===== config.mk =====
export PLATFORM = sky130hd
export DESIGN_NAME = kmp_stream_matcher
export DESIGN_NICKNAME = d
export VERILOG_FILES = /design/src/design/kmp_pkg.sv /design/src/design/kmp_cell.sv /design/src/design/kmp_stream_matcher.sv
export SDC_FILE = /design/constraint.sdc
export NUM_CORES = 2
export LEC_CHECK = 0
export ABC_AREA = 1
export BUFFER_PORTS_ARGS = -buffer_cell sky130_fd_sc_hd__buf_2
export CAP_MARGIN = 0
export CORE_MARGIN = 1.5
export CORE_UTILIZATION = 45
export DETAILED_ROUTE_END_ITERATION = 8
export GPL_ROUTABILITY_DRIVEN = 1
export SYNTH_ARGS = -nofsm -noshare
export SYNTH_HDL_FRONTEND = slang
export SYNTH_SLANG_ARGS = --single-unit

===== constraint.sdc =====
create_clock -name clk -period 6.38 [get_ports clk]
set_input_delay 1.276 -clock clk [delete_from_list [all_inputs] [get_ports clk]]
set_output_delay 1.276 -clock clk [all_outputs]
set_load 0.02 [all_outputs]

===== src/design/kmp_pkg.sv =====
// Shared types and constants for the streaming KMP matcher.
package kmp_pkg;

	localparam int PATTERN_MAX_DEF   = 256;
	localparam int TEXT_POS_BITS_DEF = 20;
	localparam int START_W           = 20;
	localparam int BYTE_W            = 8;

	localparam logic OP_PATTERN = 1'b0;
	localparam logic OP_TEXT    = 1'b1;

	typedef struct packed {
		logic              op;
		logic              first;
		logic [BYTE_W-1:0] data_byte;
	} item_t;

	typedef struct packed {
		logic               match;
		logic [START_W-1:0] match_start;
		logic               found_any;
		logic               pattern_full;
	} result_t;

	// Per-beat commands broadcast to every cell of the row.
	typedef struct packed {
		logic append;
		logic scan;
		logic clear_pat;
		logic clear_text;
	} cell_ctl_t;

endpackage


===== src/design/kmp_cell.sv =====
// One matcher cell: holds one pattern byte, its occupancy and its prefix-match bit.
module kmp_cell (
	input  logic                      clk,
	input  logic                      arst_n,
	input  kmp_pkg::cell_ctl_t        ctl,
	input  logic [kmp_pkg::BYTE_W-1:0] data_byte,
	input  logic                      prev_occ_kept,
	input  logic                      prev_hit,
	input  logic                      next_occ,
	output logic                      occ,
	output logic                      occ_kept,
	output logic                      hit,
	output logic                      full_hit
);
	import kmp_pkg::*;

	logic              occ_q;
	logic              hit_q;
	logic [BYTE_W-1:0] pat_q;
	logic              write_here;
	logic              is_last;
	logic              hit_d;

	assign occ        = occ_q;
	assign occ_kept   = occ_q & ~ctl.clear_pat;
	// first free slot behind an occupied one takes the appended byte
	assign write_here = ctl.append & prev_occ_kept & ~occ_kept;
	assign is_last    = occ_q & ~next_occ;
	assign hit_d      = prev_hit & occ_q & (pat_q == data_byte);
	assign full_hit   = ctl.scan & hit_d & is_last;
	// a new text drops all partial matches held for the neighbor
	assign hit        = hit_q & ~ctl.clear_text;

	always_ff @(posedge clk or negedge arst_n) begin
		if (!arst_n) begin
			occ_q <= 1'b0;
			hit_q <= 1'b0;
		end else if (ctl.clear_pat || write_here) begin
			occ_q <= write_here;
			hit_q <= 1'b0;
		end else if (ctl.scan) begin
			// drop the full-length match, keep only proper prefixes
			hit_q <= hit_d & ~is_last;
		end
	end

	always_ff @(posedge clk) begin
		if (write_here) begin
			pat_q <= data_byte;
		end
	end

endmodule


===== src/design/kmp_stream_matcher.sv =====
// Streaming KMP matcher built as a row of pattern cells with a registered result.
// The result of an accepted beat is registered and valid in the next cycle.
// Throughput: one beat per cycle unless the result stalls; every cell compares and shifts
// its prefix bit per beat. The result register takes a new beat if empty or being drained.
// Reset clears the pattern, text position, match bits and found flag; no clearing pass.
module kmp_stream_matcher #(
	parameter int PATTERN_MAX   = kmp_pkg::PATTERN_MAX_DEF,
	parameter int TEXT_POS_BITS = kmp_pkg::TEXT_POS_BITS_DEF
) (
	input  logic             clk,
	input  logic             arst_n,
	input  logic             item_valid,
	output logic             item_ready,
	input  kmp_pkg::item_t   item,
	output logic             result_valid,
	input  logic             result_ready,
	output kmp_pkg::result_t result
);
	import kmp_pkg::*;

	localparam int LEN_W = $clog2(PATTERN_MAX + 1);
	localparam int SUB_W = ((TEXT_POS_BITS > LEN_W) ? TEXT_POS_BITS : LEN_W) + 1;
	localparam int EXT_W = (TEXT_POS_BITS > START_W) ? TEXT_POS_BITS : START_W;
	localparam logic [TEXT_POS_BITS-1:0] POS_MAX = {TEXT_POS_BITS{1'b1}};

	logic                     step;
	cell_ctl_t                ctl;
	logic [PATTERN_MAX-1:0]   occ_vec;
	logic [PATTERN_MAX-1:0]   occ_kept_vec;
	logic [PATTERN_MAX-1:0]   hit_vec;
	logic [PATTERN_MAX-1:0]   full_vec;

	logic [LEN_W-1:0]         len_q;
	logic [TEXT_POS_BITS-1:0] pos_q;
	logic                     found_q;
	logic                     result_valid_q;
	result_t                  result_q;

	logic                     store_full;
	logic                     match;
	logic                     found_d;
	logic [TEXT_POS_BITS-1:0] pos_eff;
	logic [SUB_W-1:0]         start_diff;
	logic [EXT_W-1:0]         start_ext;

	assign item_ready   = ~result_valid_q | result_ready;
	assign step         = item_valid & item_ready;
	assign result_valid = result_valid_q;
	assign result       = result_q;

	assign ctl.append     = step & (item.op == OP_PATTERN);
	assign ctl.scan       = step & (item.op == OP_TEXT);
	assign ctl.clear_pat  = step & (item.op == OP_PATTERN) & item.first;
	assign ctl.clear_text = step & item.first;

	genvar gi;
	generate
		for (gi = 0; gi < PATTERN_MAX; gi++) begin : g_cell
			logic prev_occ_kept;
			logic prev_hit;
			logic next_occ;
			if (gi == 0) begin : g_head
				assign prev_occ_kept = 1'b1;
				assign prev_hit      = 1'b1;
			end else begin : g_body
				assign prev_occ_kept = occ_kept_vec[gi-1];
				assign prev_hit      = hit_vec[gi-1];
			end
			if (gi == PATTERN_MAX - 1) begin : g_tail
				assign next_occ = 1'b0;
			end else begin : g_mid
				assign next_occ = occ_vec[gi+1];
			end
			kmp_cell u_cell (
				.clk          (clk),
				.arst_n       (arst_n),
				.ctl          (ctl),
				.data_byte    (item.data_byte),
				.prev_occ_kept(prev_occ_kept),
				.prev_hit     (prev_hit),
				.next_occ     (next_occ),
				.occ          (occ_vec[gi]),
				.occ_kept     (occ_kept_vec[gi]),
				.hit          (hit_vec[gi]),
				.full_hit     (full_vec[gi])
			);
		end
	endgenerate

	assign store_full = occ_kept_vec[PATTERN_MAX-1];
	assign match      = |full_vec;
	assign found_d    = (found_q & ~item.first) | match;
	assign pos_eff    = item.first ? '0 : pos_q;
	assign start_diff = SUB_W'(pos_eff) + SUB_W'(1) - SUB_W'(len_q);
	assign start_ext  = EXT_W'(start_diff[TEXT_POS_BITS-1:0]);

	always_ff @(posedge clk or negedge arst_n) begin
		if (!arst_n) begin
			len_q          <= '0;
			pos_q          <= '0;
			found_q        <= 1'b0;
			result_valid_q <= 1'b0;
		end else begin
			if (step) begin
				result_valid_q <= 1'b1;
			end else if (result_ready) begin
				result_valid_q <= 1'b0;
			end
			if (ctl.clear_pat) begin
				len_q <= LEN_W'(1);
			end else if (ctl.append && !store_full) begin
				len_q <= len_q + LEN_W'(1);
			end
			if (ctl.scan) begin
				// hold the position once it saturates
				pos_q <= (pos_eff == POS_MAX) ? pos_eff : pos_eff + TEXT_POS_BITS'(1);
			end else if (ctl.clear_text) begin
				pos_q <= '0;
			end
			if (step) begin
				found_q <= found_d;
			end
		end
	end

	always_ff @(posedge clk) begin
		if (step) begin
			result_q.match        <= match;
			result_q.match_start  <= match ? start_ext[START_W-1:0] : '0;
			result_q.found_any    <= found_d;
			result_q.pattern_full <= ctl.append & store_full;
		end
	end

endmodule


After elaboration in Yosys (flattened, before gate mapping) --
Cells that the tools add are included.
Storage, ports and cells: input bits 14, word-level logic and storage cells 5406, output and inout port bits 25, register bits after elaboration 2613
Cells by class: add/subtract/negate cells 4, reduce and logical (&&, ||, !) cells 517, muxes and demuxes 518, bitwise gates (word level) 3335, equality and inequality tests 257
Operators by type and width (number):
- $and A1 B1 Y1 | 2562
- $eq A8 B8 Y1 | 256
- $not A1 Y1 | 771
- $reduce_bool A2 Y1 | 258
- $mux W1 | 512
- $logic_or A1 B1 Y1 | 256
- $reduce_or A256 Y1 | 1
- $mux W20 | 4
- $add A20 B1 Y20 const B | 2
- $eq A20 B20 Y1 const B | 1
- $sub A20 B9 Y20 | 1
- $mux W9 | 2
- $add A9 B1 Y9 const B | 1
- $or A1 B1 Y1 | 2
- $logic_and A1 B1 Y1 | 1
- $logic_not A1 Y1 | 1

Depth between registers and ports, before layout --
depth after elaboration 12, gate-level depth with buffers 22, depth with buffers taken out 18

Modules after synthesis --
Synthesis repeated with hierarchy kept, for this count alone.
Unflattened totals: cells, all modules 16436, area, all modules 135481.2 sq um
Modules (own cells, without submodules):
- kmp_cell | area an instance 509.2 sq um, cells an instance 61, instances 256, sequential area each 290.3 sq um
- kmp_stream_matcher | area an instance 5116.2 sq um, cells an instance 820, instances 1, sequential area each 1466.4 sq um

Worst setup path after synthesis --
No wires, ideal clock.
kind input port to flip-flop, start input item[8] (netlist name), end register result_q, in the netlist result[19] (data pin), library setup time 254 ps, stages 17, path slack 2390 ps, path buffers 2, data arrival time 3737 ps, data required time 6126 ps, path through buf_2 > buf_1 > nor2_1 > inv_1 > ha_1 > inv_1 > ha_1 > inv_1 > fa_1 > o21bai_1 > a21boi_0 > o21ai_0 > nand2_1 > nand2_1 > nand2_1 > nand2_1 > nor2_1
Between the ends: cells in the longest elaborated chain, start to end 8, elaborated cells between the ends (all ways) 1281, those cells by class 2 x add/sub; 1 x mux; 1277 x bitwise; 1 x reduce/logical
RTL lines:
- start: declaration | RTL line kmp_stream_matcher.sv:14 | input kmp_pkg::item_t item,
- branches (longest 8 deep; another with $add A20 B1 Y20)
- end: declaration | RTL line kmp_stream_matcher.sv:37 | result_t result_q;
Several ways; the timed one is not identified. A chain may end at the register's enable or synchronous reset.

Worst setup path in the final report --
start input item[1] (netlist name), end register result_q, in the netlist result[1] (data pin)
Between the ends: cells in the longest elaborated chain, start to end 6, elaborated cells between the ends (all ways) 1026, those cells by class 256 x eq/ne; 769 x bitwise; 1 x reduce/logical
RTL lines:
- $eq A8 B8 Y1 | RTL line kmp_cell.sv:29 | assign hit_d = prev_hit & occ_q & (pat_q == data_byte);
- $and A1 B1 Y1 | RTL line kmp_cell.sv:29
- $and A1 B1 Y1 (2 in a row) | RTL line kmp_cell.sv:30 | assign full_hit = ctl.scan & hit_d & is_last;
- $reduce_or A256 Y1 * | RTL line kmp_stream_matcher.sv:91 | assign match = |full_vec;
- $or A1 B1 Y1 * | RTL line kmp_stream_matcher.sv:92 | assign found_d = (found_q & ~item.first) | match;
- net found_d | RTL line kmp_stream_matcher.sv:41 | logic found_d;
The timed path passes the listed nets; every way through them passes the cells marked *.

==> flow_summary.yaml <==
synth:
  ys_seq_elements: 2613
  synth.distinct_cells: 47
  synth_edf_count: 2071
  ys_seq_area_share_pct: 60.7
  yosys_warnings: 0
  synth_flop_cell: "edfxtp_1"
  synthArstFlopShare_pct: 20.7
  synth.avg_cell_area_um2: 9.65
  syn_nets: 13000
  syn_inst: 12900
  syn-cell-area_mm2: 0.125
floorplan:
  dieArea_mm2: 0.280
  core_area_mm2: 0.276
  start_util_pct: 45.2
  rows: 193
  die_w_um: 530
  die_h_um: 530
  pin_count: 39
critical_path:
  path_class: "input pin to flip-flop"
  crit_arrival_ns: 5.47
  cp.required_ns: 7.01
  r2r-end: "result[1]"
  startpoint_type: "input pin"
  startpoint: "item[1]"
  cp-end-kind: "flip-flop"
  r2r-start: "result_valid"
  r2r_setup_slack_ns: 2.01
  reg2reg_depth: 17
  worstSetupEndpoint: "result[1]"
  path_max_fanout: 51
power:
  clockPowerShare_pct: 39.0
  finalPower_mw: 43.2
  p_int_mw: 31.3
  combPwrFrac_pct: 11.9
  seq_power_share_pct: 49.0
  power_density_mw_per_mm2: 309
  swShare_pct: 27.5
  p_leak_nw: 56.7
  switchingPower_mw: 11.9
  vdd_drop_max_mv: 0.204
layout:
  final_cell_mix: "3221 x nand2_1, 2071 x edfxtp_1, 1794 x nor2_1, 1335 x inv_1, 758 x nand3_1"
  layout_commonest_cell: "nand2_1"
  area_growth_pct: 11.8
  drive_gt1_share_pct: 5.89
  nFillCells: 24800
  nets: 13000
timing:
  setup_ws_ns: 1.54
  hold_viol_final: 0
  min_period_ns: 4.84
  slew_viol_final: 0
  rsz0062_at_grt: "no"
  fin_hold_ws_ns: 0.294
  final-setup-viol-count: 0
  fmax_mhz: 207
  tightest_slew_ns: 1.02
  period_share_pct: 75.9
  finClkSkew_ns: 0.0396
  slew_headroom_pct: 32.2
  fin_tns_setup_ns: 0
routing:
  routedWlPerCell_um: 20.9
  wl_mm: 353
  dr.pass1.iters: 6
  drtIter0Drc: 8379
  vias_per_cell: 5.35
  num_vias: 90500
  drc: 0
  ant_nets: 0
flow_run:
  maxCapViolCount: 0
global_routing:
  grt_antenna_before_repair: 7
  grt_util_all_layers_pct: 24.9
  first_global_vias: 88700
  grt_max_degree: 117
  grt-ovfl-total: 0
  grt_pass1_wl_mm: 539
clocking:
  post_cts_buffers: 0
  cts_made_buffers: 291
  worstSkewPairLatency_ns: 0.92
  clock-sinks: 2613
  cts_max_level: 5
  cts_resized: 0
  cts_hold_buf: 0
  cts-root-buf: "clkbuf_16"
  path_clk_slew_ns: 0.06
  cts_tree: "built"
  cts_buffer_depth: 4
place:
  routabilityCongestion: 0.855
  hpwlAfterDp_mm: 209
  numPortBuffers: 38
  preCtsSetupSlack_ns: 0.579
run_status:
  outcome: "finished clean"
hold_path:
  hp-class: "input pin to asynchronous set/reset pin"
cell type report:
cell class	count	area, um^2	area share (%)
Tap cell	3705	4640	3.32
Clock inverter	110	1310	0.940
Timing Repair Buffer	294	3320	2.38
Antenna cell	1	2.50	0.00179
Clock buffer	430	8190	5.87
Inverter	1359	5190	3.72
Multi-Input combinational cell	8408	41100	29.4
Sequential cell	2613	75800	54.3
sequential cells by signal (all words and copies together) (netlist names):
signal	count
g_cell.u_cell.hit_q	255
result_valid	1
g_cell.u_cell.occ	256
found_q	1
result	23
pos_q	20
len_q	9
g_cell.u_cell.pat_q	2048
power groups by stage:
stage	clock [mW]	sequential, mW	combinational [mW]
floorplan	0	21.0	3.46
global placement	0	21.4	5.01
detailed placement	0	21.5	5.12
CTS	17.1	21.1	5.15
global route	17.8	21.3	5.79
finish	16.8	21.2	5.15
per-layer routing:
metal	GRT usage, %	share of wire (%)
met1	34.9	44
met2	40.7	47
met3	3.19	6.4
met4	7.05	2.8
met5	0	0
logic make-up after synthesis:
logic type / after synthesis / share of synthesized area (%)
buffers and inverters: 1904 / 6.39
xor gates and xnor gates: 887 / 6.23
AOI/OAI and AO/OA: 1148 / 5.33
adders and majority gates: 40 / 0.407
DFF: 2613 / 60.7
and+or+nand+nor: 6333 / 20.9
worst min path at each step:
stage	from	end	slack (ns)	depth (start not counted)
final	arst_n	pos_q[15]	0.29	1
after global routing	arst_n	pos_q[15]	0.30	1
after CTS	arst_n	pos_q[15]	0.29	1
after detailed placement	pos_q[12]	pos_q[12]	0.47	2
after global placement	pos_q[12]	pos_q[12]	0.47	2
after floorplan	found_q	found_q	0.45	2
critical path, cell delays in order:
cell and delay (ns):
buf_8 0.44, inv_8 0.34, buf_4 0.35, or2_2 0.31
nand3_1 0.08, nor2_1 0.05, nand4_1 0.11, nand2_1 0.11
inv_1 0.19, nand2_1 0.08, nor2_1 0.63, nand2_1 0.13
nor2_1 0.12, nand2_1 0.17, nor2_1 0.17, nand2_2 0.18
nand2_2 0.38, nand2_1 0.10
cells in the mapped netlist (all sizes together) (3+ instances only):
library cell	number	share of area [%]
ha	39	0.39
nor4	5	0.030
clkinv	8	0.024
xnor2	357	2.5
o221ai	4	0.028
nand3	759	3.0
o21bai	3	0.018
or2	116	0.58
nand3b	96	0.58
nand4	169	0.85
o211ai	23	0.14
o22ai	8	0.040
nor3	141	0.57
edfxtp	2071	50
buf	380	1.8
o2111a	12	0.11
clkbuf	165	0.50
xor2	530	3.7
a32o	21	0.17
nor3b	27	0.16
a211oi	184	1.1
o21ai	692	2.8
o2111ai	30	0.21
nand2	3223	9.7
inv	1351	4.1
a21boi	7	0.042
a21oi	148	0.59
dfrtp	542	11
o31ai	12	0.072
nor2	1797	5.4
metrics by stage:
stage / area [um^2] / instances / util [%]
final: 139000 / 16900 / 50.5
after CTS: 139000 / 16900 / 50.5
after floorplan: 125000 / 12900 / -
after global routing: 139000 / 16900 / 50.5
after detailed placement: 130000 / 16400 / 47.1
after global placement: 130000 / 16400 / 47.1
(Power assumes the default switching activity.)
